### config.mk
export PLATFORM = sky130hd
export DESIGN_NAME = seat_heater_thermostat
export DESIGN_NICKNAME = d
export VERILOG_FILES = /design/src/rtl/sht_pkg.sv /design/src/rtl/sht_cfg.sv /design/src/rtl/seat_heater_thermostat.sv
export SDC_FILE = /design/constraint.sdc
export NUM_CORES = 1
export LEC_CHECK = 0
export BUFFER_PORTS_ARGS = -buffer_cell sky130_fd_sc_hd__buf_2
export CORE_MARGIN = 1
export CORE_UTILIZATION = 50
export DETAILED_ROUTE_END_ITERATION = 8
export PLACE_DENSITY = 0.81
export SYNTH_ARGS = -nofsm -noshare
export SYNTH_HDL_FRONTEND = slang
export SYNTH_SLANG_ARGS = --single-unit
export TNS_END_PERCENT = 10
### constraint.sdc
create_clock -name clk -period 7.2 [get_ports clk]
set_input_delay 0 -clock clk [delete_from_list [all_inputs] [get_ports clk]]
set_output_delay 0 -clock clk [all_outputs]
set_load 0.05 [all_outputs]
### src/rtl/sht_pkg.sv
// Package for the seat heater thermostat: field widths, register indexes,
// reset values, the configuration struct and the duty constants. No dependencies.
package sht_pkg;

	localparam int TEMP_W   = 8;
	localparam int LEVEL_W  = 2;
	localparam int DUTY_W   = 6;
	localparam int TIMER_W  = 19;
	localparam int CFG_IDX_W  = 3;
	localparam int CFG_DATA_W = TIMER_W;
	localparam int S_DATA_W = 16;
	localparam int M_DATA_W = 16;

	// Duty counter runs 0..60, heater on for counts 0..46 near target
	localparam logic [DUTY_W-1:0] DUTY_TOP     = 6'd60;
	localparam logic [DUTY_W-1:0] DUTY_ON_LAST = 6'd46;

	// Item kinds carried in tuser
	localparam logic OP_TICK = 1'b0;
	localparam logic OP_SET  = 1'b1;

	// Heat levels
	localparam logic [LEVEL_W-1:0] LEVEL_OFF   = 2'd0;
	localparam logic [LEVEL_W-1:0] LEVEL_ONE   = 2'd1;
	localparam logic [LEVEL_W-1:0] LEVEL_TWO   = 2'd2;
	localparam logic [LEVEL_W-1:0] LEVEL_THREE = 2'd3;

	// Configuration register indexes
	localparam logic [CFG_IDX_W-1:0] REG_TARGET_ONE   = 3'd0;
	localparam logic [CFG_IDX_W-1:0] REG_TARGET_TWO   = 3'd1;
	localparam logic [CFG_IDX_W-1:0] REG_TARGET_THREE = 3'd2;
	localparam logic [CFG_IDX_W-1:0] REG_TARGET_SAVE  = 3'd3;
	localparam logic [CFG_IDX_W-1:0] REG_SENSOR_LOW   = 3'd4;
	localparam logic [CFG_IDX_W-1:0] REG_BURN_ONE     = 3'd5;
	localparam logic [CFG_IDX_W-1:0] REG_BURN_TWO     = 3'd6;
	localparam logic [CFG_IDX_W-1:0] REG_BURN_THREE   = 3'd7;

	// Reset values of the registers
	localparam logic [TEMP_W-1:0]  RST_TARGET_ONE   = 8'd34;
	localparam logic [TEMP_W-1:0]  RST_TARGET_TWO   = 8'd38;
	localparam logic [TEMP_W-1:0]  RST_TARGET_THREE = 8'd42;
	localparam logic [TEMP_W-1:0]  RST_TARGET_SAVE  = 8'd29;
	localparam logic [TEMP_W-1:0]  RST_SENSOR_LOW   = 8'd0;
	localparam logic [TIMER_W-1:0] RST_BURN_ONE     = 19'd30000;
	localparam logic [TIMER_W-1:0] RST_BURN_TWO     = 19'd60000;
	localparam logic [TIMER_W-1:0] RST_BURN_THREE   = 19'd270000;

	typedef struct packed {
		logic [TEMP_W-1:0]  target_one;
		logic [TEMP_W-1:0]  target_two;
		logic [TEMP_W-1:0]  target_three;
		logic [TEMP_W-1:0]  target_save;
		logic [TEMP_W-1:0]  sensor_low;
		logic [TIMER_W-1:0] burn_one;
		logic [TIMER_W-1:0] burn_two;
		logic [TIMER_W-1:0] burn_three;
	} cfg_regs_t;

endpackage

### src/rtl/sht_cfg.sv
// Configuration register file of the seat heater thermostat.
// Depends on sht_pkg for indexes, reset values and cfg_regs_t.
module sht_cfg import sht_pkg::*; (
	input  logic                  clk,
	input  logic                  arst_n,
	input  logic                  wr_en,
	input  logic [CFG_IDX_W-1:0]  wr_index,
	input  logic [CFG_DATA_W-1:0] wr_data,
	output cfg_regs_t             regs
);

	cfg_regs_t regs_q;

	// Register writes; every index of the 3-bit space maps to a register
	always_ff @(posedge clk or negedge arst_n) begin
		if (!arst_n) begin
			regs_q.target_one   <= RST_TARGET_ONE;
			regs_q.target_two   <= RST_TARGET_TWO;
			regs_q.target_three <= RST_TARGET_THREE;
			regs_q.target_save  <= RST_TARGET_SAVE;
			regs_q.sensor_low   <= RST_SENSOR_LOW;
			regs_q.burn_one     <= RST_BURN_ONE;
			regs_q.burn_two     <= RST_BURN_TWO;
			regs_q.burn_three   <= RST_BURN_THREE;
		end else if (wr_en) begin
			case (wr_index)
				REG_TARGET_ONE:   regs_q.target_one   <= wr_data[TEMP_W-1:0];
				REG_TARGET_TWO:   regs_q.target_two   <= wr_data[TEMP_W-1:0];
				REG_TARGET_THREE: regs_q.target_three <= wr_data[TEMP_W-1:0];
				REG_TARGET_SAVE:  regs_q.target_save  <= wr_data[TEMP_W-1:0];
				REG_SENSOR_LOW:   regs_q.sensor_low   <= wr_data[TEMP_W-1:0];
				REG_BURN_ONE:     regs_q.burn_one     <= wr_data;
				REG_BURN_TWO:     regs_q.burn_two     <= wr_data;
				REG_BURN_THREE:   regs_q.burn_three   <= wr_data;
				default: ;
			endcase
		end
	end

	assign regs = regs_q;

endmodule

### src/rtl/seat_heater_thermostat.sv
// Seat heater thermostat: top level with input stage, state update and output register.
// Depends on sht_pkg and sht_cfg.
//
// Usage:
// Items arrive on the s_ stream. tuser is 0 for a 10 ms tick and 1 for a level set.
// Every item yields exactly one result on the m_ stream: heater drive, current level,
// last set level and current target temperature.
// Registers are written on the cfg_ channel (index 0..7, data in the low bits);
// cfg_ready is always high. Writes are expected only while the block is idle.
// Path: an item is held in the input register and then in the output register; a
// stalled output register keeps it waiting in the input register.
// Throughput: one item per clock while results are taken; the thermostat state is updated
// in the single cycle in which an item leaves the input register, so ticks may follow back to back.
// Stall: the output register holds its result while m_tready is low; one further
// item waits in the input register, then s_tready drops until the result is taken.
// Reset: all state clears (level off, target 0, heater off, duty and burn timer zero)
// and the registers take their default targets and burn thresholds.
module seat_heater_thermostat import sht_pkg::*; (
	input  logic                  clk,
	input  logic                  arst_n,
	// input stream
	input  logic                  s_tvalid,
	output logic                  s_tready,
	// [1:0] level_value, [2] power_on, [3] display_inhibit, [4] power_save,
	// [5] seat_occupied, [6] error_stop, [14:7] seat_temp, [15] zero
	input  logic [S_DATA_W-1:0]   s_tdata,
	// [0] op
	input  logic                  s_tuser,
	// output stream
	output logic                  m_tvalid,
	input  logic                  m_tready,
	// [0] heater_on, [2:1] level_now, [4:3] level_set, [12:5] target_now, [15:13] zero
	output logic [M_DATA_W-1:0]   m_tdata,
	// configuration write channel
	input  logic                  cfg_valid,
	output logic                  cfg_ready,
	input  logic [CFG_IDX_W-1:0]  cfg_index,
	input  logic [CFG_DATA_W-1:0] cfg_data
);

	cfg_regs_t regs;

	logic                  valid_s1;
	logic                  op_s1;
	logic [S_DATA_W-1:0]   data_s1;

	logic                  m_valid_q;
	logic [M_DATA_W-1:0]   m_data_q;

	logic [DUTY_W-1:0]     duty_q;
	logic [LEVEL_W-1:0]    level_q;
	logic [LEVEL_W-1:0]    level_set_q;
	logic [TEMP_W-1:0]     target_q;
	logic [TIMER_W-1:0]    timer_q;
	logic                  watch_q;
	logic                  reduced_q;
	logic                  heater_q;

	logic                  out_free;
	logic                  advance;

	logic [DUTY_W-1:0]     duty_d;
	logic [LEVEL_W-1:0]    level_d;
	logic [LEVEL_W-1:0]    level_set_d;
	logic [TEMP_W-1:0]     target_d;
	logic [TIMER_W-1:0]    timer_d;
	logic                  watch_d;
	logic                  reduced_d;
	logic                  heater_d;

	sht_cfg u_cfg (
		.clk      (clk),
		.arst_n   (arst_n),
		.wr_en    (cfg_valid),
		.wr_index (cfg_index),
		.wr_data  (cfg_data),
		.regs     (regs)
	);

	assign cfg_ready = 1'b1;

	// Handshakes
	assign out_free = !m_valid_q || m_tready;
	assign advance  = valid_s1 && out_free;
	assign s_tready = !valid_s1 || out_free;

	// Input register
	always_ff @(posedge clk or negedge arst_n) begin
		if (!arst_n) begin
			valid_s1 <= 1'b0;
		end else if (s_tready) begin
			valid_s1 <= s_tvalid;
		end
	end

	always_ff @(posedge clk) begin
		if (s_tvalid && s_tready) begin
			op_s1   <= s_tuser;
			data_s1 <= s_tdata;
		end
	end

	// Next state for the item in the input register
	always_comb begin
		logic [LEVEL_W-1:0] level_in;
		logic               power;
		logic               inhibit;
		logic               save;
		logic               occupied;
		logic               stop;
		logic [TEMP_W-1:0]  temp;

		level_in = data_s1[1:0];
		power    = data_s1[2];
		inhibit  = data_s1[3];
		save     = data_s1[4];
		occupied = data_s1[5];
		stop     = data_s1[6];
		temp     = data_s1[14:7];

		duty_d      = duty_q;
		level_d     = level_q;
		level_set_d = level_set_q;
		target_d    = target_q;
		timer_d     = timer_q;
		watch_d     = watch_q;
		reduced_d   = reduced_q;
		heater_d    = heater_q;

		if (op_s1 == OP_SET) begin
			level_d     = level_in;
			level_set_d = level_in;
		end else begin
			duty_d = (duty_q < DUTY_TOP) ? duty_q + 1'b1 : '0;
			if (!power || inhibit) begin
				heater_d  = 1'b0;
				timer_d   = '0;
				reduced_d = 1'b0;
			end else begin
				if (save) begin
					// Power save: any nonzero level drops to one
					if (level_q != LEVEL_OFF) begin
						level_d  = LEVEL_ONE;
						target_d = regs.target_save;
					end else begin
						heater_d = 1'b0;
						target_d = '0;
					end
					timer_d   = '0;
					reduced_d = 1'b0;
				end else begin
					case (level_q)
						LEVEL_ONE: begin
							target_d  = regs.target_one;
							timer_d   = '0;
							reduced_d = 1'b0;
						end
						LEVEL_TWO: begin
							target_d  = regs.target_two;
							timer_d   = '0;
							reduced_d = 1'b0;
						end
						LEVEL_THREE: begin
							if (!reduced_q)
								target_d = regs.target_three;
							if (occupied) begin
								if (temp >= target_d)
									watch_d = 1'b1;
							end else begin
								target_d  = regs.target_three;
								watch_d   = 1'b0;
								timer_d   = '0;
								reduced_d = 1'b0;
							end
							// Burn timer: saturates at the third threshold
							if (watch_d) begin
								if (timer_d < regs.burn_three)
									timer_d = timer_d + 1'b1;
								else
									timer_d = regs.burn_three;
								if (timer_d < regs.burn_one) begin
									// first stage, target unchanged
								end else if (timer_d < regs.burn_two) begin
									target_d  = regs.target_three - 8'd1;
									reduced_d = 1'b1;
								end else if (timer_d < regs.burn_three) begin
									target_d  = regs.target_three - 8'd2;
									reduced_d = 1'b1;
								end else begin
									target_d  = regs.target_one;
									reduced_d = 1'b1;
								end
							end
						end
						default: begin
							heater_d  = 1'b0;
							target_d  = '0;
							timer_d   = '0;
							reduced_d = 1'b0;
						end
					endcase
				end
				// Heater drive, held under error stop
				if (!stop) begin
					if (temp == regs.sensor_low)
						heater_d = 1'b1;
					else if (temp >= target_d)
						heater_d = 1'b0;
					else if ({1'b0, temp} + 9'd1 < {1'b0, target_d})
						heater_d = 1'b1;
					else
						heater_d = (duty_d <= DUTY_ON_LAST);
				end
			end
		end
	end

	// Thermostat state
	always_ff @(posedge clk or negedge arst_n) begin
		if (!arst_n) begin
			duty_q      <= '0;
			level_q     <= LEVEL_OFF;
			level_set_q <= LEVEL_OFF;
			target_q    <= '0;
			timer_q     <= '0;
			watch_q     <= 1'b0;
			reduced_q   <= 1'b0;
			heater_q    <= 1'b0;
		end else if (advance) begin
			duty_q      <= duty_d;
			level_q     <= level_d;
			level_set_q <= level_set_d;
			target_q    <= target_d;
			timer_q     <= timer_d;
			watch_q     <= watch_d;
			reduced_q   <= reduced_d;
			heater_q    <= heater_d;
		end
	end

	// Output register
	always_ff @(posedge clk or negedge arst_n) begin
		if (!arst_n) begin
			m_valid_q <= 1'b0;
		end else if (out_free) begin
			m_valid_q <= valid_s1;
		end
	end

	always_ff @(posedge clk) begin
		if (advance)
			m_data_q <= {3'b000, target_d, level_set_d, level_d, heater_d};
	end

	assign m_tvalid = m_valid_q;
	assign m_tdata  = m_data_q;

endmodule

After elaboration in Yosys (flattened, before gate mapping) --
Index checks and enable logic that the tools add are counted.
Storage, ports and cells: bits in registers 168, output and inout port bits 19, logic and storage cells 129
Cells by class: add/subtract/negate cells 5, $lt $le $gt $ge 9, equal/unequal tests 11, multiplexer cells 59, bitwise logic cells 3, reduce and logical (&&, ||, !) cells 21
Operators with widths (count):
- two-way mux 19 bit | 15
- two-way mux 8 bit | 16
- less-than comparator 19 bit | 4
- one-hot mux 8 bit (3 select lines) | 1
- two-way mux 1 bit | 21
- adder 19 x 1 -> 19 bit, second input constant | 1
- AND reduction 2 bit | 9
- >= comparator 8 bit | 2
- == test 3 bit, second input constant | 4
- two-way mux 2 bit | 5
- adder 8 x 1 -> 9 bit, second input constant | 1
- less-than comparator 9 x 8 -> 1 bit | 1
- == test 8 bit | 1
- subtractor 8 x 1 -> 8 bit, second input constant | 1
- subtractor 8 x 2 -> 8 bit, second input constant | 1
- adder 6 x 1 -> 6 bit, second input constant | 1
- == test 3 x 2 -> 1 bit, second input constant | 2
- less-or-equal comparator 6 bit, second input constant | 1
- less-than comparator 6 bit, second input constant | 1
- two-way mux 6 bit | 1
- AND reduction 5 bit | 1
- == test 2 bit, second input constant | 2
- == test 3 x 1 -> 1 bit, second input constant | 1
- logical NOT 1 bit | 3
- 7 further kinds | 12

Depth between registers and ports, before layout --
word-level depth 33, depth in mapped cells 37

By module --
Synthesis repeated with hierarchy kept, for this count alone.
Unflattened totals: cell total of the unflattened synthesis 1049, area total of the unflattened synthesis 10702.8 um^2
By module, submodules not included:
- seat_heater_thermostat | instances 1, cells each 835, area each 6954.2 um^2, seq. area each 1921.8 um^2
- sht_cfg | instances 1, cells each 214, area each 3748.6 um^2, seq. area each 2469.9 um^2

Worst setup path after synthesis --
Ideal clock, no wire load.
kind reg2reg, start point register data_s1[5], end point register heater_q, library setup time 0.080 ns, data arrival time 7.005 ns, path slack 0.115 ns, cell stages (with the launch flop) 36, cells stage by stage edfxtp_1 clkbuf_1 clkbuf_1 clkbuf_1 and2_1 ha_1 nand4_1 nor3_1 a221oi_2 inv_1 nor2_1 clkbuf_1 o21ai_0 ha_1 a2111oi_0 o21ai_1 a22oi_1 o22ai_1 a211oi_2 o21a_2 buf_6 nand2_1 a311oi_1 o21ai_1 inv_1 ha_1 nor2b_1 o21ai_0 a31oi_1 o2111ai_1 o21ai_0 a211oi_1 o21ai_0 nor4_4 o31ai_1 o211ai_2
On the way: cells in the longest elaborated chain, start to end 28, elaborated cells between the ends (all ways) 38, classes of those cells 1 x add/sub; 6 x order compare; 31 x mux
Ends and longest elaborated chain:
- start, declared | line seat_heater_thermostat.sv:45 | logic [S_DATA_W-1:0] data_s1;
- start signal, assigned | line seat_heater_thermostat.sv:99 | data_s1 <= s_tdata;
- two-way mux 19 bit | line seat_heater_thermostat.sv:166 | if (occupied) begin
- two-way mux 19 bit | line seat_heater_thermostat.sv:152 | case (level_q)
- two-way mux 19 bit | line seat_heater_thermostat.sv:140 | if (save) begin
- two-way mux 19 bit | line seat_heater_thermostat.sv:135 | if (!power || inhibit) begin
- two-way mux 19 bit | line seat_heater_thermostat.sv:130 | if (op_s1 == OP_SET) begin
- adder 19 x 1 -> 19 bit or less-than comparator 19 bit (tied branches) | line seat_heater_thermostat.sv:178, seat_heater_thermostat.sv:177
- two-way mux 19 bit | line seat_heater_thermostat.sv:177 | if (timer_d < regs.burn_three)
- two-way mux 19 bit | line seat_heater_thermostat.sv:176 | if (watch_d) begin
- [... 12 more ...]
- two-way mux 8 bit (*) | line seat_heater_thermostat.sv:130
- less-than comparator 9 x 8 -> 1 bit | line seat_heater_thermostat.sv:209 | else if ({1'b0, temp} + 9'd1 < {1'b0, target_d})
- two-way mux 1 bit | line seat_heater_thermostat.sv:209
- two-way mux 1 bit (*) | line seat_heater_thermostat.sv:207 | else if (temp >= target_d)
- two-way mux 1 bit (*) | line seat_heater_thermostat.sv:205 | if (temp == regs.sensor_low)
- two-way mux 1 bit (*) | line seat_heater_thermostat.sv:204 | if (!stop) begin
- two-way mux 1 bit (*) | line seat_heater_thermostat.sv:135
- two-way mux 1 bit (*) | line seat_heater_thermostat.sv:130
- end signal, assigned | line seat_heater_thermostat.sv:237 | heater_q <= heater_d;
- end, declared | line seat_heater_thermostat.sv:57 | logic heater_q;
Mark *: on every way between the ends. The rest lies on a longest branch, timed or not. The select of a mux whose other input is x is not followed. A chain may end at the register's enable or synchronous reset.

Worst setup path after layout --
start point register data_s1[5], end point register m_data_q[0] (netlist: m_tdata[0]) (data pin)
On the way: cells in the longest elaborated chain, start to end 28, elaborated cells between the ends (all ways) 38, classes of those cells 1 x add/sub; 6 x order compare; 31 x mux
Ends and longest elaborated chain:
- two-way mux 19 bit | line seat_heater_thermostat.sv:166
- two-way mux 19 bit | line seat_heater_thermostat.sv:152
- two-way mux 19 bit | line seat_heater_thermostat.sv:140
- two-way mux 19 bit | line seat_heater_thermostat.sv:135
- two-way mux 19 bit | line seat_heater_thermostat.sv:130
- adder 19 x 1 -> 19 bit or less-than comparator 19 bit (tied branches) | line seat_heater_thermostat.sv:178, seat_heater_thermostat.sv:177
- two-way mux 19 bit | line seat_heater_thermostat.sv:177
- two-way mux 19 bit | line seat_heater_thermostat.sv:176
- [... 13 more ...]
- less-than comparator 9 x 8 -> 1 bit | line seat_heater_thermostat.sv:209
- two-way mux 1 bit | line seat_heater_thermostat.sv:209
- two-way mux 1 bit (*) | line seat_heater_thermostat.sv:207
- two-way mux 1 bit (*) | line seat_heater_thermostat.sv:205
- two-way mux 1 bit (*) | line seat_heater_thermostat.sv:204
- two-way mux 1 bit (*) | line seat_heater_thermostat.sv:135
- two-way mux 1 bit (*) | line seat_heater_thermostat.sv:130
- net heater_d | line seat_heater_thermostat.sv:69 | logic heater_d;
- end signal, assigned | line seat_heater_thermostat.sv:252 | m_data_q <= {3'b000, target_d, level_set_d, level_d, heater_d};
- end, declared | line seat_heater_thermostat.sv:48 | logic [M_DATA_W-1:0] m_data_q;
The timed path passes the listed nets; every way through them passes the cells marked *. The select of a mux whose other input is x is not followed.

==> impl_metrics.py <==
metrics = {
    "yosys": {
        "netlist_instances": 1041,
        "ys_warn_count": 0,
        "synth-simple-area-share_pct": 12.4,
        "synth_top_family_by_area": "compound AO/OA/AOI/OAI gates",
        "synth_compound_area_share_pct": 15.5,
        "syn-cell-area_sq_mm": 0.0107,
        "synth_edf_count": 29,
        "synth_cell_types": 86,
        "synth-seq-cells": 168,
        "synth_top_flop_cell": "dfrtp_1",
        "synthMuxAreaShare_pct": 12.0,
        "synth.yosys.seq_area_share_pct": 40.9,
        "synthArstFlopShare_pct": 82.7,
        "synth_adder_area_share_pct": 11.7,
        "syn_avg_cell_area_sq_um": 10.3,
        "synth_xor_area_share_pct": 2.61,
    },
    "placement": {
        "dp.cells": 1394,
        "gp_routability_congestion": 0.919,
        "post-place-ws_ns": -0.114,
        "portBuffers": 57,
        "hpwl_um": 19500,
    },
    "final_layout": {
        "final_cell_mix": "mux2_2, dfrtp_1, ha_1",
        "antenna_cells": 0,
        "drive_gt1_share_pct": 29.6,
        "synthToLayoutAreaGrowth_pct": 20.3,
        "finish.net_count": 1326,
        "final_core_util_pct": 61.4,
        "final_cells": 1470,
        "layout_commonest_cell": "mux2_2",
    },
    "sta": {
        "finalWorstSetupSlack_ns": 0.176,
        "worst_slew_pin_slew_ns": 1.16,
        "hold_viol_final": 0,
        "setup_viol": 0,
        "fin_crit_sh_pct": 97.6,
        "period_minus_slack_ns": 7.02,
        "setup_tns_ns": 0,
        "fmax_ghz": 0.142,
        "drv_slew": 0,
        "relSlewSlack_pct": 22.3,
        "finalClockSkew_ns": 0.00821,
    },
    "setup_path": {
        "start_kind": "flop",
        "max_stage_delay_ns": 0.42,
        "cp_max_fo": 31,
        "worstSetupPathType": "flop to flop",
        "ff2ff_path_depth": 32,
        "critPathBufInv": 4,
        "crit_cells": 32,
        "crit_family": "simple AND/OR/NAND/NOR gates",
        "end_kind": "flop",
        "cp_slowest_cell": "edfxtp_1",
        "cp_data_required_time_ns": 7.49,
        "arrival_ns": 7.31,
    },
    "global_routing": {
        "track_usage_pct": 25.6,
        "grt_max_degree": 77,
        "overflow": 0,
        "grt_pass1_vias": 8645,
        "grt_antenna_before_repair": 0,
        "grt_pass1_wl_um": 44000,
    },
    "clock_network": {
        "cts_buffers": 17,
        "cts-root-buf": "clkbuf_16",
        "clk_pin_slew_worst_paths_ns": 0.07,
        "cts_tree": "yes",
        "clk_latency_ns": 0.44,
        "cts-htree-levels": 4,
        "cts_max_path_buffers": 2,
        "clock_sinks": 168,
    },
    "outcome": {
        "status": "finished clean",
    },
    "floorplanning": {
        "coreArea_sq_mm": 0.0210,
        "ios": 63,
        "start_util_pct": 51.1,
        "die_x_um": 149,
        "dieHeight_um": 149,
        "rows": 53,
        "die_area_sq_mm": 0.0221,
    },
    "drt": {
        "dr.first_iter.drc_count": 682,
        "route.detailed.drc": 0,
        "via_per_inst": 5.98,
        "wl_um": 27800,
        "drtPass1Iterations": 5,
        "antenna_left": 0,
        "vias": 8793,
        "wl_per_cell_um": 18.9,
    },
    "pwr": {
        "irDropWorstVdd_v": 0.000148,
        "p_total_mw": 3.12,
        "p_leak_nw": 5.85,
        "p_per_area_mw_per_mm2": 242,
    },
    "run": {
        "cap_violations": 0,
    },
    "worst_hold_path": {
        "hp-class": "input port to async pin",
    },
}
## power breakdown
group          switching, mW  total (mW)  internal [mW]
Clock                  0.447       0.917          0.470
Combinational          0.469       0.842          0.373
Sequential             0.180        1.36           1.18
Total                   1.10        3.12           2.03
## synthesized netlist by cell type (all sizes together) (3+ instances only)
cell	number	area, sq um
o22ai	6	37.5
inv	85	319
o2111ai	4	35.0
buf	10	70.1
and2	18	114
nand3	29	150
ha	100	1250
nand2	80	300
nor4	7	58.8
mux2	106	1190
mux2i	10	100
and3	9	62.6
nor2b	12	75.1
dfrtp	105	2630
a21o	14	106
o21a	5	38.8
nor3	11	55.1
or3	6	37.5
dfstp	34	893
nand4b	3	26.3
o21ai	71	359
a22o	24	210
a31oi	7	43.8
o311ai	6	52.6
a2111oi	3	45.1
nand4	19	119
xnor2	19	166
a211o	4	35.0
xor2	13	114
a311oi	5	43.8
a21oi	41	216
a211oi	9	77.6
nand2b	11	68.8
o211ai	11	87.6
clkbuf	26	118
o31ai	6	58.8
a22oi	3	22.5
and4	3	26.3
edfxtp	29	871
nor2	43	161
## metrics by stage
| step | hold WS [ns] | area, sq um |
|---|---|---|
| after global routing | 0.156 | 12900 |
| after CTS | 0.102 | 12700 |
| final | 0.119 | 12900 |
| after floorplan | -0.296 | 10700 |
| after global placement | 0.0178 | 11600 |
| after detailed placement | 0.0269 | 11600 |
## routing by layer
metal / vias to the layer above / part of all wire [%] / GRT usage [%]
li1: 4094 / - / -
met1: 4287 / 43 / 34.6
met2: 356 / 47 / 41.1
met3: 56 / 6.9 / 5.34
met4: 0 / 2.4 / 8.14
met5: - / 0 / 0
## worst paths after layout
path                         startpoint              to  slack [ns]
setup / recovery             data_s1[5]      m_tdata[0]        0.18
min in group clk           cfg_index[2]  u_cfg.regs[74]        0.12
setup reg to reg             data_s1[5]      m_tdata[0]        0.18
max in group asynchronous        arst_n     target_q[1]        5.70
hold / removal                   arst_n  u_cfg.regs[29]        0.12
hold reg to reg                valid_s1        m_tvalid        0.50
## state kept, by name, summed over array words and instances, names as in the netlist, 2 cells and up
register     flops
u_cfg.regs      97
timer_q         19
data_s1         15
m_tdata         13
target_q         8
duty_q           6
level_q          2
level_set_q      2
## logic make-up after synthesis
| kind of cell | after synthesis |
|---|---|
| fa+ha+maj | 100 |
| flops | 168 |
| buf+inv | 122 |
| compound gates | 240 |
| simple gates | 261 |
| mux | 116 |
| other cells | 2 |
| xor+xnor | 32 |
## timing repair
item	in CTS	in global routing
pin swaps	0	27
hold buffers	39	0
buffers inserted	0	5
gates resized for setup	7	55
endpoints found under the setup margin	2	2
endpoints found under the hold margin	178	0
## final cells by class
class                   instances  area (sq um)
fillers                      1640          8110
multi-input cells             753          6070
flip-flops and latches        168          4390
repair buffers                156          1180
clock buffers                  17           425
well taps                     275           344
inverters                      86           323
clock inverters                15           180
No activity file was read; power rests on OpenSTA's default activity.
